### config.mk
export PLATFORM = sky130hd
export DESIGN_NAME = riff_wave_header_parser
export DESIGN_NICKNAME = d
export VERILOG_FILES = /design/src/rtl/rwhp_pkg.sv /design/src/rtl/rwhp_parse.sv /design/src/rtl/rwhp_result.sv /design/src/rtl/riff_wave_header_parser.sv
export SDC_FILE = /design/constraint.sdc
export NUM_CORES = 1
export LEC_CHECK = 0
export BUFFER_PORTS_ARGS = -buffer_cell sky130_fd_sc_hd__clkbuf_2
export CAP_MARGIN = 5
export CORE_UTILIZATION = 60
export CTS_CLUSTER_DIAMETER = 200
export DETAILED_ROUTE_END_ITERATION = 8
export PLACE_DENSITY = 0.84
export SETUP_SLACK_MARGIN = 0.3
export SLEW_MARGIN = 20
export SYNTH_ARGS = -nofsm -noshare
export SYNTH_HDL_FRONTEND = slang
export SYNTH_HIERARCHICAL = 1
export SYNTH_SLANG_ARGS = --single-unit
### constraint.sdc
create_clock -name clock -period 13.1 [get_ports clock]
set_clock_uncertainty 0.2 [all_clocks]
set_input_delay 2.62 -clock clock [delete_from_list [all_inputs] [get_ports clock]]
set_output_delay 2.62 -clock clock [all_outputs]
set_load 0.005 [all_outputs]
### src/rtl/rwhp_pkg.sv
// ----------------------------------------------------------------------------
// rwhp_pkg
// Types and constants shared by the WAV header parser modules.
// ----------------------------------------------------------------------------
package rwhp_pkg;

   // Chunk and file tags, as they sit in a 32-bit shift register after
   // four bytes have been shifted in from the right.
   localparam logic [31:0] TAG_RIFF = 32'h5249_4646;
   localparam logic [31:0] TAG_WAVE = 32'h5741_5645;
   localparam logic [31:0] TAG_DATA = 32'h6461_7461;

   localparam int MIN_LENGTH   = 44;   // canonical header length
   localparam int FIRST_CHUNK  = 12;   // first chunk header after RIFF/size/WAVE
   localparam int RIFF_TAG_END = 3;    // byte that completes "RIFF"
   localparam int WAVE_TAG_END = 11;   // byte that completes "WAVE"
   localparam int SAMPLE_BITS  = 16;   // only supported sample width

   // Byte places inside an 8-byte chunk header
   localparam int HDR_TAG_END = 3;
   localparam int HDR_SIZE_LO = 4;
   localparam int HDR_SIZE_HI = 7;
   localparam int HDR_BYTES   = 8;

   // Format bytes kept: channels (2), sample rate (4), bits per sample (2)
   localparam int FMT_BYTES = 8;

   localparam int RSP_TDATA_BITS = 136;

   // File offset of format byte lane k
   function automatic int fmt_byte_pos(input int k);
      int pos;
      if (k < 6) begin
         pos = 22 + k;
      end else begin
         pos = 34 + (k - 6);
      end
      return pos;
   endfunction

   typedef enum logic [2:0] {
      STATUS_OK        = 3'd0,
      STATUS_SHORT     = 3'd1,
      STATUS_BAD_TAG   = 3'd2,
      STATUS_NOT_16BIT = 3'd3,
      STATUS_NO_DATA   = 3'd4
   } status_type;

   typedef struct packed {
      logic [15:0] bits_per_sample;
      logic [31:0] sample_rate;
      logic [15:0] channel_count;
   } format_type;

   typedef struct packed {
      logic riff_ok;
      logic wave_ok;
      logic found;
   } snap_flags_type;

endpackage

### src/rtl/rwhp_parse.sv
// ----------------------------------------------------------------------------
// rwhp_parse
// Input register and per-byte parse state; hands a snapshot on the last byte.
// ----------------------------------------------------------------------------
module rwhp_parse #(
   parameter int POSITION_BITS = 32
) (
   input  logic                       clock,
   input  logic                       reset,
   input  logic                       req_tvalid,
   output logic                       req_tready,
   input  logic [7:0]                 req_byte,
   input  logic                       req_last,
   output logic                       snap_valid,
   input  logic                       snap_ready,
   output logic [POSITION_BITS-1:0]   snap_len,
   output logic [POSITION_BITS:0]     snap_found_offset,
   output rwhp_pkg::format_type       snap_format,
   output rwhp_pkg::snap_flags_type   snap_flags
);

   localparam int SUM_BITS = ((POSITION_BITS + 1 > 33) ? POSITION_BITS + 1 : 33) + 1;
   localparam logic [POSITION_BITS-1:0] POS_MAX = '1;
   localparam int FMT_LANES = rwhp_pkg::FMT_BYTES;

   logic                     in_valid_ff;
   logic [7:0]               byte_ff;
   logic                     last_ff;

   logic [POSITION_BITS-1:0] pos_ff, pos_in;
   logic [POSITION_BITS:0]   nhp_ff, nhp_in;
   logic [31:0]              tag_ff, tag_in;
   logic [31:0]              size_ff, size_in;
   logic                     riff_ok_ff, riff_ok_in;
   logic                     wave_ok_ff, wave_ok_in;
   logic                     found_ff, found_in;
   logic [POSITION_BITS:0]   found_off_ff, found_off_in;
   logic [7:0]               fmt_ff [FMT_LANES];
   logic [7:0]               fmt_in [FMT_LANES];

   logic                     s1_move;
   logic                     parse_en;
   logic                     hdr_reached;
   logic [POSITION_BITS:0]   hdr_diff;
   logic                     in_window;
   logic [2:0]               hdr_idx;
   logic [31:0]              size_shifted;
   logic [SUM_BITS-1:0]      nh_sum;
   logic [POSITION_BITS:0]   nh_sat;

   assign s1_move    = in_valid_ff && (!last_ff || snap_ready);
   assign req_tready = !in_valid_ff || s1_move;
   assign parse_en   = (pos_ff != POS_MAX);

   // Window over the 8 header bytes of the chunk being looked at
   assign hdr_reached  = ({1'b0, pos_ff} >= nhp_ff);
   assign hdr_diff     = {1'b0, pos_ff} - nhp_ff;
   assign in_window    = !found_ff && hdr_reached && (hdr_diff[POSITION_BITS:3] == '0);
   assign hdr_idx      = hdr_diff[2:0];
   assign size_shifted = {byte_ff, size_ff[31:8]};

   // Next header: here + 8 + size + pad, held at 2^P when out of range
   assign nh_sum = SUM_BITS'(nhp_ff) + SUM_BITS'(rwhp_pkg::HDR_BYTES)
                 + SUM_BITS'(size_shifted) + SUM_BITS'(size_shifted[0]);
   assign nh_sat = (nh_sum[SUM_BITS-1:POSITION_BITS] != '0)
                 ? {1'b1, {POSITION_BITS{1'b0}}}
                 : {1'b0, nh_sum[POSITION_BITS-1:0]};

   always_comb begin
      pos_in       = pos_ff;
      nhp_in       = nhp_ff;
      tag_in       = tag_ff;
      size_in      = size_ff;
      riff_ok_in   = riff_ok_ff;
      wave_ok_in   = wave_ok_ff;
      found_in     = found_ff;
      found_off_in = found_off_ff;
      for (int k = 0; k < FMT_LANES; k++) begin
         fmt_in[k] = fmt_ff[k];
      end
      if (parse_en) begin
         pos_in = pos_ff + 1'b1;
         tag_in = {tag_ff[23:0], byte_ff};
         if (pos_ff == POSITION_BITS'(rwhp_pkg::RIFF_TAG_END) &&
             tag_in == rwhp_pkg::TAG_RIFF) begin
            riff_ok_in = 1'b1;
         end
         if (pos_ff == POSITION_BITS'(rwhp_pkg::WAVE_TAG_END) &&
             tag_in == rwhp_pkg::TAG_WAVE) begin
            wave_ok_in = 1'b1;
         end
         for (int k = 0; k < FMT_LANES; k++) begin
            if (pos_ff == POSITION_BITS'(rwhp_pkg::fmt_byte_pos(k))) begin
               fmt_in[k] = byte_ff;
            end
         end
         if (in_window) begin
            if (hdr_idx == 3'(rwhp_pkg::HDR_TAG_END) && tag_in == rwhp_pkg::TAG_DATA) begin
               found_in     = 1'b1;
               found_off_in = nhp_ff + (POSITION_BITS + 1)'(rwhp_pkg::HDR_BYTES);
            end else if (hdr_idx >= 3'(rwhp_pkg::HDR_SIZE_LO)) begin
               size_in = size_shifted;
               if (hdr_idx == 3'(rwhp_pkg::HDR_SIZE_HI)) begin
                  nhp_in = nh_sat;
               end
            end
         end
      end
   end

   assign snap_valid        = in_valid_ff && last_ff;
   assign snap_len          = pos_in;
   assign snap_found_offset = found_off_in;
   assign snap_format.channel_count   = {fmt_in[1], fmt_in[0]};
   assign snap_format.sample_rate     = {fmt_in[5], fmt_in[4], fmt_in[3], fmt_in[2]};
   assign snap_format.bits_per_sample = {fmt_in[7], fmt_in[6]};
   assign snap_flags.riff_ok = riff_ok_in;
   assign snap_flags.wave_ok = wave_ok_in;
   assign snap_flags.found   = found_in;

   // Input register
   always_ff @(posedge clock) begin
      if (reset) begin
         in_valid_ff <= 1'b0;
      end else if (req_tready) begin
         in_valid_ff <= req_tvalid;
      end
   end

   always_ff @(posedge clock) begin
      if (req_tready) begin
         byte_ff <= req_byte;
         last_ff <= req_last;
      end
   end

   // Parse state; cleared after the last byte, ready for the next file
   always_ff @(posedge clock) begin
      if (reset || (s1_move && last_ff)) begin
         pos_ff       <= '0;
         nhp_ff       <= (POSITION_BITS + 1)'(rwhp_pkg::FIRST_CHUNK);
         tag_ff       <= '0;
         size_ff      <= '0;
         riff_ok_ff   <= 1'b0;
         wave_ok_ff   <= 1'b0;
         found_ff     <= 1'b0;
         found_off_ff <= '0;
         for (int k = 0; k < FMT_LANES; k++) begin
            fmt_ff[k] <= '0;
         end
      end else if (s1_move) begin
         pos_ff       <= pos_in;
         nhp_ff       <= nhp_in;
         tag_ff       <= tag_in;
         size_ff      <= size_in;
         riff_ok_ff   <= riff_ok_in;
         wave_ok_ff   <= wave_ok_in;
         found_ff     <= found_in;
         found_off_ff <= found_off_in;
         for (int k = 0; k < FMT_LANES; k++) begin
            fmt_ff[k] <= fmt_in[k];
         end
      end
   end

endmodule

### src/rtl/rwhp_result.sv
// ----------------------------------------------------------------------------
// rwhp_result
// Snapshot register, status checks and saturation, result register.
// ----------------------------------------------------------------------------
module rwhp_result #(
   parameter int POSITION_BITS = 32
) (
   input  logic                       clock,
   input  logic                       reset,
   input  logic                       snap_valid,
   output logic                       snap_ready,
   input  logic [POSITION_BITS-1:0]   snap_len,
   input  logic [POSITION_BITS:0]     snap_found_offset,
   input  rwhp_pkg::format_type       snap_format,
   input  rwhp_pkg::snap_flags_type   snap_flags,
   output logic                       rsp_valid,
   input  logic                       rsp_ready,
   output rwhp_pkg::status_type       rsp_status,
   output rwhp_pkg::format_type       rsp_format,
   output logic [31:0]                rsp_data_offset,
   output logic [30:0]                rsp_sample_count
);

   localparam int EXT_BITS = 64;

   logic                     sv_ff;
   logic [POSITION_BITS-1:0] len_ff;
   logic [POSITION_BITS:0]   foff_ff;
   rwhp_pkg::format_type     fmt_ff;
   rwhp_pkg::snap_flags_type flags_ff;

   logic                     rsp_valid_ff;
   rwhp_pkg::status_type     status_ff, status_in;
   rwhp_pkg::format_type     fmt_out_ff;
   logic [31:0]              off_ff, off_in;
   logic [30:0]              cnt_ff, cnt_in;

   logic                     sv_move;
   logic [POSITION_BITS:0]   rest;
   logic [EXT_BITS-1:0]      off_ext;
   logic [EXT_BITS-1:0]      cnt_ext;

   assign sv_move    = sv_ff && (!rsp_valid_ff || rsp_ready);
   assign snap_ready = !sv_ff || sv_move;

   assign rest    = {1'b0, len_ff} - foff_ff;
   assign off_ext = EXT_BITS'(foff_ff);
   assign cnt_ext = EXT_BITS'(rest[POSITION_BITS:1]);

   always_comb begin
      off_in = '0;
      cnt_in = '0;
      if (len_ff < POSITION_BITS'(rwhp_pkg::MIN_LENGTH)) begin
         status_in = rwhp_pkg::STATUS_SHORT;
      end else if (!(flags_ff.riff_ok && flags_ff.wave_ok)) begin
         status_in = rwhp_pkg::STATUS_BAD_TAG;
      end else if (fmt_ff.bits_per_sample != 16'(rwhp_pkg::SAMPLE_BITS)) begin
         status_in = rwhp_pkg::STATUS_NOT_16BIT;
      end else if (!flags_ff.found || foff_ff >= {1'b0, len_ff}) begin
         status_in = rwhp_pkg::STATUS_NO_DATA;
      end else begin
         status_in = rwhp_pkg::STATUS_OK;
         off_in    = (off_ext[EXT_BITS-1:32] != '0) ? '1 : off_ext[31:0];
         cnt_in    = (cnt_ext[EXT_BITS-1:31] != '0) ? '1 : cnt_ext[30:0];
      end
   end

   always_ff @(posedge clock) begin
      if (reset) begin
         sv_ff        <= 1'b0;
         rsp_valid_ff <= 1'b0;
      end else begin
         if (snap_ready) begin
            sv_ff <= snap_valid;
         end
         if (!rsp_valid_ff || rsp_ready) begin
            rsp_valid_ff <= sv_ff;
         end
      end
   end

   always_ff @(posedge clock) begin
      if (snap_ready) begin
         len_ff   <= snap_len;
         foff_ff  <= snap_found_offset;
         fmt_ff   <= snap_format;
         flags_ff <= snap_flags;
      end
      if (sv_move) begin
         status_ff  <= status_in;
         fmt_out_ff <= fmt_ff;
         off_ff     <= off_in;
         cnt_ff     <= cnt_in;
      end
   end

   assign rsp_valid        = rsp_valid_ff;
   assign rsp_status       = status_ff;
   assign rsp_format       = fmt_out_ff;
   assign rsp_data_offset  = off_ff;
   assign rsp_sample_count = cnt_ff;

endmodule

### src/rtl/riff_wave_header_parser.sv
// ----------------------------------------------------------------------------
// riff_wave_header_parser
// Streaming WAV header check: format words, data chunk offset, sample count.
// ----------------------------------------------------------------------------
// Feed a whole WAV file one byte per item, tlast on the final byte; one result
// item comes out per file, and the parser is then ready for the next file at
// once. Bytes go in at one per cycle, sustained, with no gaps between files,
// unless a held result stalls the last byte; the result passes through the
// input register, snapshot register and result register. The per-byte limit is
// the chunk walk in the parse stage: one add of header position, eight, chunk
// size and pad byte, then a range clamp. Status is checked in order: shorter
// than 44 bytes, bad RIFF/WAVE tags, bits per sample not 16, no usable data
// chunk; the first hit wins. Channel count, sample rate and bits per sample are
// reported for any status (bytes never received read as zero); data offset and
// sample count are zero unless the status is ok, and saturate at their field
// widths. Bytes past 2^POSITION_BITS - 1 are counted no further and not parsed.
// ----------------------------------------------------------------------------
module riff_wave_header_parser #(
   parameter int POSITION_BITS = 32   // byte position width, 16 to 48
) (
   input  logic         clock,
   input  logic         reset,
   input  logic         req_tvalid,
   output logic         req_tready,
   input  logic [7:0]   req_tdata,   // [7:0] file_byte
   input  logic         req_tlast,   // last_byte
   output logic         rsp_tvalid,
   input  logic         rsp_tready,
   // [2:0] status, [18:3] channel_count, [50:19] sample_rate,
   // [66:51] bits_per_sample, [98:67] data_offset, [129:99] sample_count,
   // [135:130] zero
   output logic [rwhp_pkg::RSP_TDATA_BITS-1:0] rsp_tdata
);

   // Parse stage to result stage
   logic                     snap_valid;
   logic                     snap_ready;
   logic [POSITION_BITS-1:0] snap_len;
   logic [POSITION_BITS:0]   snap_found_offset;
   rwhp_pkg::format_type     snap_format;
   rwhp_pkg::snap_flags_type snap_flags;

   // Result register contents
   rwhp_pkg::status_type     rsp_status;
   rwhp_pkg::format_type     rsp_format;
   logic [31:0]              rsp_data_offset;
   logic [30:0]              rsp_sample_count;

   // Per-byte parse: tags, format bytes, chunk walk
   rwhp_parse #(
      .POSITION_BITS (POSITION_BITS)
   ) u_parse (
      .clock             (clock),
      .reset             (reset),
      .req_tvalid        (req_tvalid),
      .req_tready        (req_tready),
      .req_byte          (req_tdata),
      .req_last          (req_tlast),
      .snap_valid        (snap_valid),
      .snap_ready        (snap_ready),
      .snap_len          (snap_len),
      .snap_found_offset (snap_found_offset),
      .snap_format       (snap_format),
      .snap_flags        (snap_flags)
   );

   // End-of-file checks and output register
   rwhp_result #(
      .POSITION_BITS (POSITION_BITS)
   ) u_result (
      .clock             (clock),
      .reset             (reset),
      .snap_valid        (snap_valid),
      .snap_ready        (snap_ready),
      .snap_len          (snap_len),
      .snap_found_offset (snap_found_offset),
      .snap_format       (snap_format),
      .snap_flags        (snap_flags),
      .rsp_valid         (rsp_tvalid),
      .rsp_ready         (rsp_tready),
      .rsp_status        (rsp_status),
      .rsp_format        (rsp_format),
      .rsp_data_offset   (rsp_data_offset),
      .rsp_sample_count  (rsp_sample_count)
   );

   assign rsp_tdata = {6'b0,
                       rsp_sample_count,
                       rsp_data_offset,
                       rsp_format.bits_per_sample,
                       rsp_format.sample_rate,
                       rsp_format.channel_count,
                       rsp_status};

endmodule
==> results of run 1 <==
-- cell type report --
cell class / count / area [sq um] / area share
clock inverters: 30 / 386.6 / 0.01313
repair buffers: 168 / 900.9 / 0.03059
multi-input cells: 1785 / 12650 / 0.4295
inverters: 112 / 420.4 / 0.01427
flip-flops and latches: 486 / 13080 / 0.4442
clock buffers: 59 / 1272 / 0.04320
well taps: 592 / 740.7 / 0.02515
-- cells by family (layout without fill, tap and decap cells) --
group | count (synthesis) | count (layout) | share of synthesized area
flops | 486 | 486 | 0.4885
xor+xnor | 115 | 115 | 0.03789
compound gates | 503 | 503 | 0.1348
simple gates | 844 | 844 | 0.1602
fa+ha+maj | 133 | 133 | 0.06326
buf+inv | 266 | 369 | 0.04219
mux | 183 | 183 | 0.07288
other cells | 2 | 7 | 0.0002804
-- power groups by stage --
stage | Sequential [uW] | Combinational (uW) | Clock, uW
2_1_floorplan | 1720 | 87.4 | 0
5_1_grt | 1700 | 135 | 1500
4_1_cts | 1690 | 122 | 1440
3_5_place_dp | 1730 | 121 | 0
6_report | 1690 | 123 | 1430
3_3_place_gp | 1720 | 118 | 0
-- sequential cells by signal, summed over array words and instances (netlist names), 3 cells and up --
| register | cells |
|---|---|
| u_parse/found_off_ff | 33 |
| u_result/rsp_status | 3 |
| u_parse/tag_ff | 24 |
| u_parse/fmt_ff | 64 |
| u_parse/pos_ff | 32 |
| u_result/foff_ff | 33 |
| u_parse/nhp_ff | 32 |
| u_result/fmt_ff | 64 |
| u_result/len_ff | 32 |
| u_parse/byte_ff | 8 |
| u_parse/size_ff | 24 |
| u_result/flags_ff | 3 |
| u_result/rsp_data_offset | 32 |
| u_result/rsp_format | 64 |
| u_result/rsp_sample_count | 31 |
-- per-stage QoR --
stage               hold WS [ns]  total power [uW]  instance area, sq um
floorplan                 0.2003              1807                 26800
finish                    0.2121              3245                 29450
global route              0.2199              3333                 29450
CTS                       0.2128              3258                 29450
detailed placement        0.2045              1847                 27790
global placement          0.2027              1841                 27790
-- synth_stat cells (all sizes together) (14+ instances only) --
| cell | number | area, sq um |
|---|---|---|
| nor3 | 51 | 271.5 |
| o211ai | 14 | 105.1 |
| a41oi | 37 | 331.6 |
| nand4 | 39 | 274.0 |
| nor2 | 185 | 711.9 |
| clkbuf | 118 | 444.2 |
| nand3 | 77 | 390.4 |
| a31oi | 18 | 112.6 |
| nand2 | 231 | 874.6 |
| xor2 | 33 | 289.0 |
| a211oi | 16 | 125.1 |
| a21oi | 129 | 754.5 |
| o311ai | 35 | 306.5 |
| nor3b | 21 | 157.7 |
| nor4 | 33 | 212.7 |
| and2 | 106 | 663.1 |
| xnor2 | 82 | 725.7 |
| mux2 | 96 | 1081 |
| buf | 36 | 265.3 |
| inv | 112 | 420.4 |
| dfxtp | 151 | 3023 |
| and3 | 28 | 175.2 |
| edfxtp | 335 | 10060 |
| a21o | 47 | 352.8 |
| mux2i | 87 | 870.8 |
| ha | 129 | 1614 |
| or3 | 15 | 93.84 |
| o21ai | 79 | 395.4 |
-- worst register-to-register path, stage by stage (launching register included) --
cell	delay, ns
dfxtp_1	0.54
inv_1	0.11
ha_1	0.44
nand4_1	0.20
a21o_1	0.25
a21o_1	0.23
a2111o_1	0.51
o221ai_2	0.19
a41oi_1	0.22
a2111oi_4	0.46
nand4_4	0.57
nor3_4	0.96
buf_4	0.42
mux2_2	0.42
-- per-layer routing --
metal	track usage	vias up	wire, um
met1	0.4154	9825	28980
met3	0.04942	136	5692
met5	0	-	0
met2	0.4792	900	31470
met4	0.09975	0	2010
li1	-	9475	-
-- path summary, 6_finish.rpt --
path | from | endpoint | slack [ns] | depth (start not counted)
worst min register to register | u_result/fmt_ff[20] | u_result/rsp_format[20] | 0.21 | 0
worst max register to register | u_parse/nhp_ff[5] | u_result/foff_ff[28] | 7.11 | 13
worst min-delay path | u_result/fmt_ff[20] | u_result/rsp_format[20] | 0.21 | 0
worst max-delay path | rsp_tready | req_tready | 5.98 | 6
==> flow_metrics.py, run 1 <==
metrics = {
    "sta": {
        "max_freq_mhz": 140.4,
        "finalSetupTns_ns": 0,
        "drv_slew": 0,
        "period_needed_ns": 7.124,
        "finalHoldViolCount": 0,
        "setup_slack_ns": 5.976,
        "rsz0062_at_grt": "no",
        "maxSlewHeadroom": 0.2562,
        "worstMarginPinSlew_ns": 1.116,
        "setup_viol": 0,
        "period_share": 0.5438,
    },
    "synthesis": {
        "ys_warn_count": 6,
        "ys_ff_latch": 486,
        "synthArstFlopShare": 0,
        "synth_cell_types": 93,
        "syn_area_per_cell_sq_um": 10.58,
        "synth_edf_count": 335,
        "synth_cells": 2532,
        "syn_area_sq_um": 26780,
        "ys_seq_area_frac": 0.4885,
        "ys_dominant_reg_cell": "edfxtp_1",
    },
    "pwr": {
        "power_frac_clock": 0.440,
        "switching_share": 0.2124,
        "sequentialPowerShare": 0.522,
        "powerDensity_nw_per_um2": 110.2,
        "cellLeakagePower_uw": 0.01214,
        "power_frac_comb": 0.038,
        "p_int_uw": 2556,
        "p_switching_uw": 689.4,
        "vdd_drop_max_v": 0.00009000,
    },
    "clocking": {
        "holdBufCountCts": 0,
        "h-tree-depth": 2,
        "clk_latency_ns": 0.60,
        "cts_buffer_depth": 3,
        "post_cts_buffers": 0,
        "cts_root_buffer": "clkbuf_16",
        "cts-buffers-inserted": 48,
        "clk_pin_slew_ns": 0.06,
        "cts_sinks": 486,
        "cts_resized": 0,
        "cts_tree": "done",
    },
    "global_route": {
        "grt_pass1_vias": 19030,
        "grt_max_degree": 111,
        "grt_remaining_overflow": 0,
        "antenna_found_initial": 1,
        "grt_pass1_wl_mm": 106.1,
        "grtUsageTotal": 0.2999,
    },
    "finish": {
        "final_cells": 3232,
        "final_common_cell": "edfxtp_1",
        "layout_common_cells": "edfxtp_1, nand2_1, nor2_1",
        "final_util": 0.6675,
        "antennaDiodeCount": 0,
        "drive_above_1_share": 0.1557,
        "nets": 2747,
        "area_delta_synth_final_pct": 9.979,
        "fill_cells": 3343,
    },
    "critical_path": {
        "critPathRequiredTime_ns": 10.28,
        "path_delay_family": "simple AND/OR/NAND/NOR gates",
        "endpoint_kind": "output pin",
        "crit_type": "in2out",
        "cp_common_cell": "clkbuf_2",
        "start_kind": "primary input",
        "crit_arrival_ns": 4.30,
        "crit_slowest_cell": "nand2_4",
        "cp_max_fo": 47,
        "path_cells": "clkbuf_2, nor2b_1, nand2_4, inv_1, nand2_1, clkbuf_2",
        "critPathMaxStageDelay_ns": 0.47,
        "crit_buf_inv": 3,
    },
    "placed_design": {
        "io_buffer_count": 144,
        "gp_congestion": 1.009,
        "dpl_worst_slack_ns": 5.959,
        "dp_hpwl_mm": 48.28,
        "placed_cells_incl_taps": 3143,
    },
    "outcome": {
        "status": "completed",
    },
    "routing": {
        "drtAntennaViolNets": 0,
        "wl_per_cell_um": 21.09,
        "drtPass1Iterations": 6,
        "wl_mm": 68.15,
        "drc": 0,
        "vias": 20340,
        "vias_per_cell": 6.292,
        "drtIter0Drc": 2451,
    },
    "floorplan": {
        "rows": 77,
        "dieHeight_um": 213.3,
        "die_area_sq_um": 45480,
        "start_util": 0.6069,
        "core_sq_um": 44120,
        "die_x_um": 213.3,
        "pin_count": 151,
    },
    "min_path": {
        "hp-class": "reg2reg",
    },
    "run": {
        "maxCapViolCount": 0,
    },
}
Note: power is estimated with default switching activity, not from simulation.
==> inputs of run 2 (changes only) <==
--- a/config.mk
+++ b/config.mk
@@ -5,12 +5,13 @@
 export SDC_FILE = /design/constraint.sdc
 export NUM_CORES = 1
 export LEC_CHECK = 0
+export ABC_AREA = 1
 export BUFFER_PORTS_ARGS = -buffer_cell sky130_fd_sc_hd__clkbuf_2
 export CAP_MARGIN = 5
-export CORE_UTILIZATION = 60
+export CORE_UTILIZATION = 56
 export CTS_CLUSTER_DIAMETER = 200
 export DETAILED_ROUTE_END_ITERATION = 8
-export PLACE_DENSITY = 0.84
+export PLACE_DENSITY = 0.82
 export SETUP_SLACK_MARGIN = 0.3
 export SLEW_MARGIN = 20
 export SYNTH_ARGS = -nofsm -noshare
==> constraint.sdc (replaced) <==
create_clock -name clock -period 6.3 [get_ports clock]
set_clock_uncertainty 0.2 [all_clocks]
set_input_delay 1.26 -clock clock [delete_from_list [all_inputs] [get_ports clock]]
set_output_delay 1.26 -clock clock [all_outputs]
set_load 0.005 [all_outputs]
==> run 2 against run 1 <==
Clock power is 100% higher; routed wire length is 1.8% lower; die area is 8.3% higher.
==> flow_metrics.py, run 2 <==
metrics = {
    "outcome": {
        "status": "completed",
    },
    "sta": {
        "worstMarginPinSlew_ns": 1.044,
        "period_share": 0.7127,
        "hold_ws_ns": 0.2173,
        "maxSlewHeadroom": 0.2988,
        "finalHoldViolCount": 0,
        "rsz0062_at_grt": "no",
        "period_needed_ns": 4.490,
        "max_freq_mhz": 222.7,
        "setup_viol": 0,
        "drv_slew": 0,
        "finalSetupTns_ns": 0,
    },
    "floorplan": {
        "rows": 80,
        "die_area_sq_um": 49240,
        "core_sq_um": 47750,
        "dieHeight_um": 221.9,
        "die_x_um": 221.9,
        "pin_count": 151,
        "start_util": 0.5672,
    },
    "synthesis": {
        "ys_dominant_reg_cell": "edfxtp_1",
        "synth_cells": 3376,
        "syn_area_sq_um": 27080,
        "synth_top_area_frac": 0.3715,
        "synth_most_common_cell": "nand2_1",
        "ys_seq_area_frac": 0.4831,
        "synth_cell_types": 52,
        "syn_area_per_cell_sq_um": 8.021,
        "yosysTopAreaCell": "edfxtp_1",
        "synthArstFlopShare": 0,
        "synth_edf_count": 335,
        "yosys-top-cells-area": "edfxtp_1, nand2_1, dfxtp_1",
        "ys_ff_latch": 486,
        "ys_warn_count": 6,
        "synthTopCellsByCount": "nand2_1, inv_1, nor2_1, edfxtp_1, a21oi_1",
    },
    "pwr": {
        "powerDensity_nw_per_um2": 223.2,
        "power_frac_comb": 0.042,
        "finalPower_uw": 6685,
        "vdd_drop_max_v": 0.0001925,
        "p_switching_uw": 1464,
        "switching_share": 0.2191,
        "power_frac_clock": 0.429,
        "cellLeakagePower_uw": 0.01426,
        "sequentialPowerShare": 0.529,
        "p_int_uw": 5220,
    },
    "critical_path": {
        "crit_arrival_ns": 3.03,
        "reg2reg_depth": 19,
        "cp_max_fo": 60,
        "critPathMaxStageDelay_ns": 0.64,
        "rr_endpoint": "u_result/foff_ff[18]",
        "ff2ff_setup_slack_ns": 2.01,
        "critPathRequiredTime_ns": 4.84,
        "start_kind": "primary input",
        "endpoint_kind": "output pin",
        "crit_slowest_cell": "buf_4",
        "path_cells": "clkbuf_2, inv_1, nand3_4, buf_4, inv_1, nand2_1, clkbuf_2",
        "crit_type": "in2out",
        "reg2reg_from": "u_parse/pos_ff[1]",
    },
    "routing": {
        "drtIter0Drc": 2074,
        "drc": 0,
        "drtAntennaViolNets": 0,
        "vias": 22450,
        "wl_per_cell_um": 16.06,
        "wl_mm": 66.94,
        "drtPass1Iterations": 6,
        "vias_per_cell": 5.387,
    },
    "finish": {
        "antennaDiodeCount": 0,
        "nets": 3659,
        "area_delta_synth_final_pct": 10.60,
        "final_common_cell": "nand2_1",
        "drive_above_1_share": 0.08699,
        "layout_common_cells": "nand2_1, inv_1, nor2_1",
    },
    "clocking": {
        "post_cts_buffers": 0,
        "cts_buffer_depth": 3,
        "cts_root_buffer": "clkbuf_16",
        "clk_pin_slew_ns": 0.07,
        "holdBufCountCts": 0,
        "clk_latency_ns": 0.59,
        "cts_sinks": 486,
        "cts-buffers-inserted": 49,
        "cts_tree": "done",
        "h-tree-depth": 2,
        "cts_resized": 0,
    },
    "global_route": {
        "grt_max_degree": 103,
        "grt_pass1_wl_mm": 106.3,
        "grt_pass1_vias": 20690,
        "grt_remaining_overflow": 0,
        "antenna_found_initial": 0,
        "grtUsageTotal": 0.2697,
    },
    "min_path": {
        "holdPathStages": 0,
        "min_to": "u_result/rsp_format[34]",
        "min_from": "u_result/fmt_ff[34]",
        "hp-class": "reg2reg",
    },
    "run": {
        "maxCapViolCount": 0,
    },
    "placed_design": {
        "gp_congestion": 0.9827,
        "io_buffer_count": 144,
        "dp_hpwl_mm": 49.80,
    },
}
## run 2: cell count changes in the layout (fill, tap and decap cells not counted), moves of 70 or more
cell	before	now
nor2_1	177	361
inv_1	111	474
a21oi_1	99	199
mux2_2	94	0
and2_1	105	10
nand3_1	76	146
nand2_1	228	1016
mux2i_1	87	0
## run 2: critical path: cells and delay by family
kind	cells	cell delay, ns
simple gates	2	0.52
buf+inv	5	1.24
## run 2: area by class of cell
type | instances | area, sq um
Multi-Input combinational cell | 2323 | 11780
Tap cell | 615 | 769.5
Timing Repair Buffer | 165 | 890.9
Inverter | 488 | 1834
Sequential cell | 486 | 13080
Fill cell | 3929 | 17800
Clock inverter | 24 | 269.0
Clock buffer | 66 | 1320
## run 2: stage by stage
| step | setup slack, ns | utilization | area [sq um] | instances |
|---|---|---|---|---|
| floorplan | 0.5213 | - | 27110 | 3381 |
| CTS | 1.795 | 0.6270 | 29940 | 4167 |
| finish | 1.810 | 0.6273 | 29950 | 4167 |
| detailed placement | 1.698 | 0.5937 | 28350 | 4077 |
| global route | 1.618 | 0.6273 | 29950 | 4167 |
| global placement | 1.797 | 0.5937 | 28350 | 4077 |
## run 2: worst max-delay path by stage
stage	start	endpoint	slack (ns)	cells after the start
after CTS	rsp_tready	req_tready	1.80	7
final	rsp_tready	req_tready	1.81	7
after global placement	rsp_tready	u_parse/fmt_ff[0][21]	1.80	10
after detailed placement	rsp_tready	u_parse/pos_ff[19]	1.70	10
after global routing	rsp_tready	req_tready	1.62	7
after floorplan	rsp_tready	u_result/rsp_data_offset[0]	0.52	2
## run 2: cell families (layout without fill, tap and decap cells)
logic type	after synthesis	count (layout)	share of synthesized area
other	2	7	0.0002773
buffers and inverters	572	743	0.08469
DFF	486	486	0.4831
and+or+nand+nor	1706	1706	0.2613
adders and majority gates	133	133	0.06256
AOI/OAI and AO/OA	379	379	0.07633
xor gates and xnor gates	98	98	0.03170
## run 2: per-layer routing
| layer | share of wire | up-vias | global-route usage |
|---|---|---|---|
| li1 | - | 11190 | - |
| met1 | 0.43 | 10350 | 0.3677 |
| met2 | 0.47 | 793 | 0.4515 |
| met3 | 0.065 | 118 | 0.03260 |
| met4 | 0.030 | 0 | 0.07997 |
| met5 | 0 | - | 0 |
## run 2: power by group through the flow
stage | combinational, uW | sequential [uW] | clock, uW
after floorplan | 202 | 3580 | 0
after global placement | 268 | 3600 | 0
after detailed placement | 275 | 3600 | 0
after CTS | 278 | 3530 | 2900
after global routing | 312 | 3540 | 3020
final | 281 | 3530 | 2870
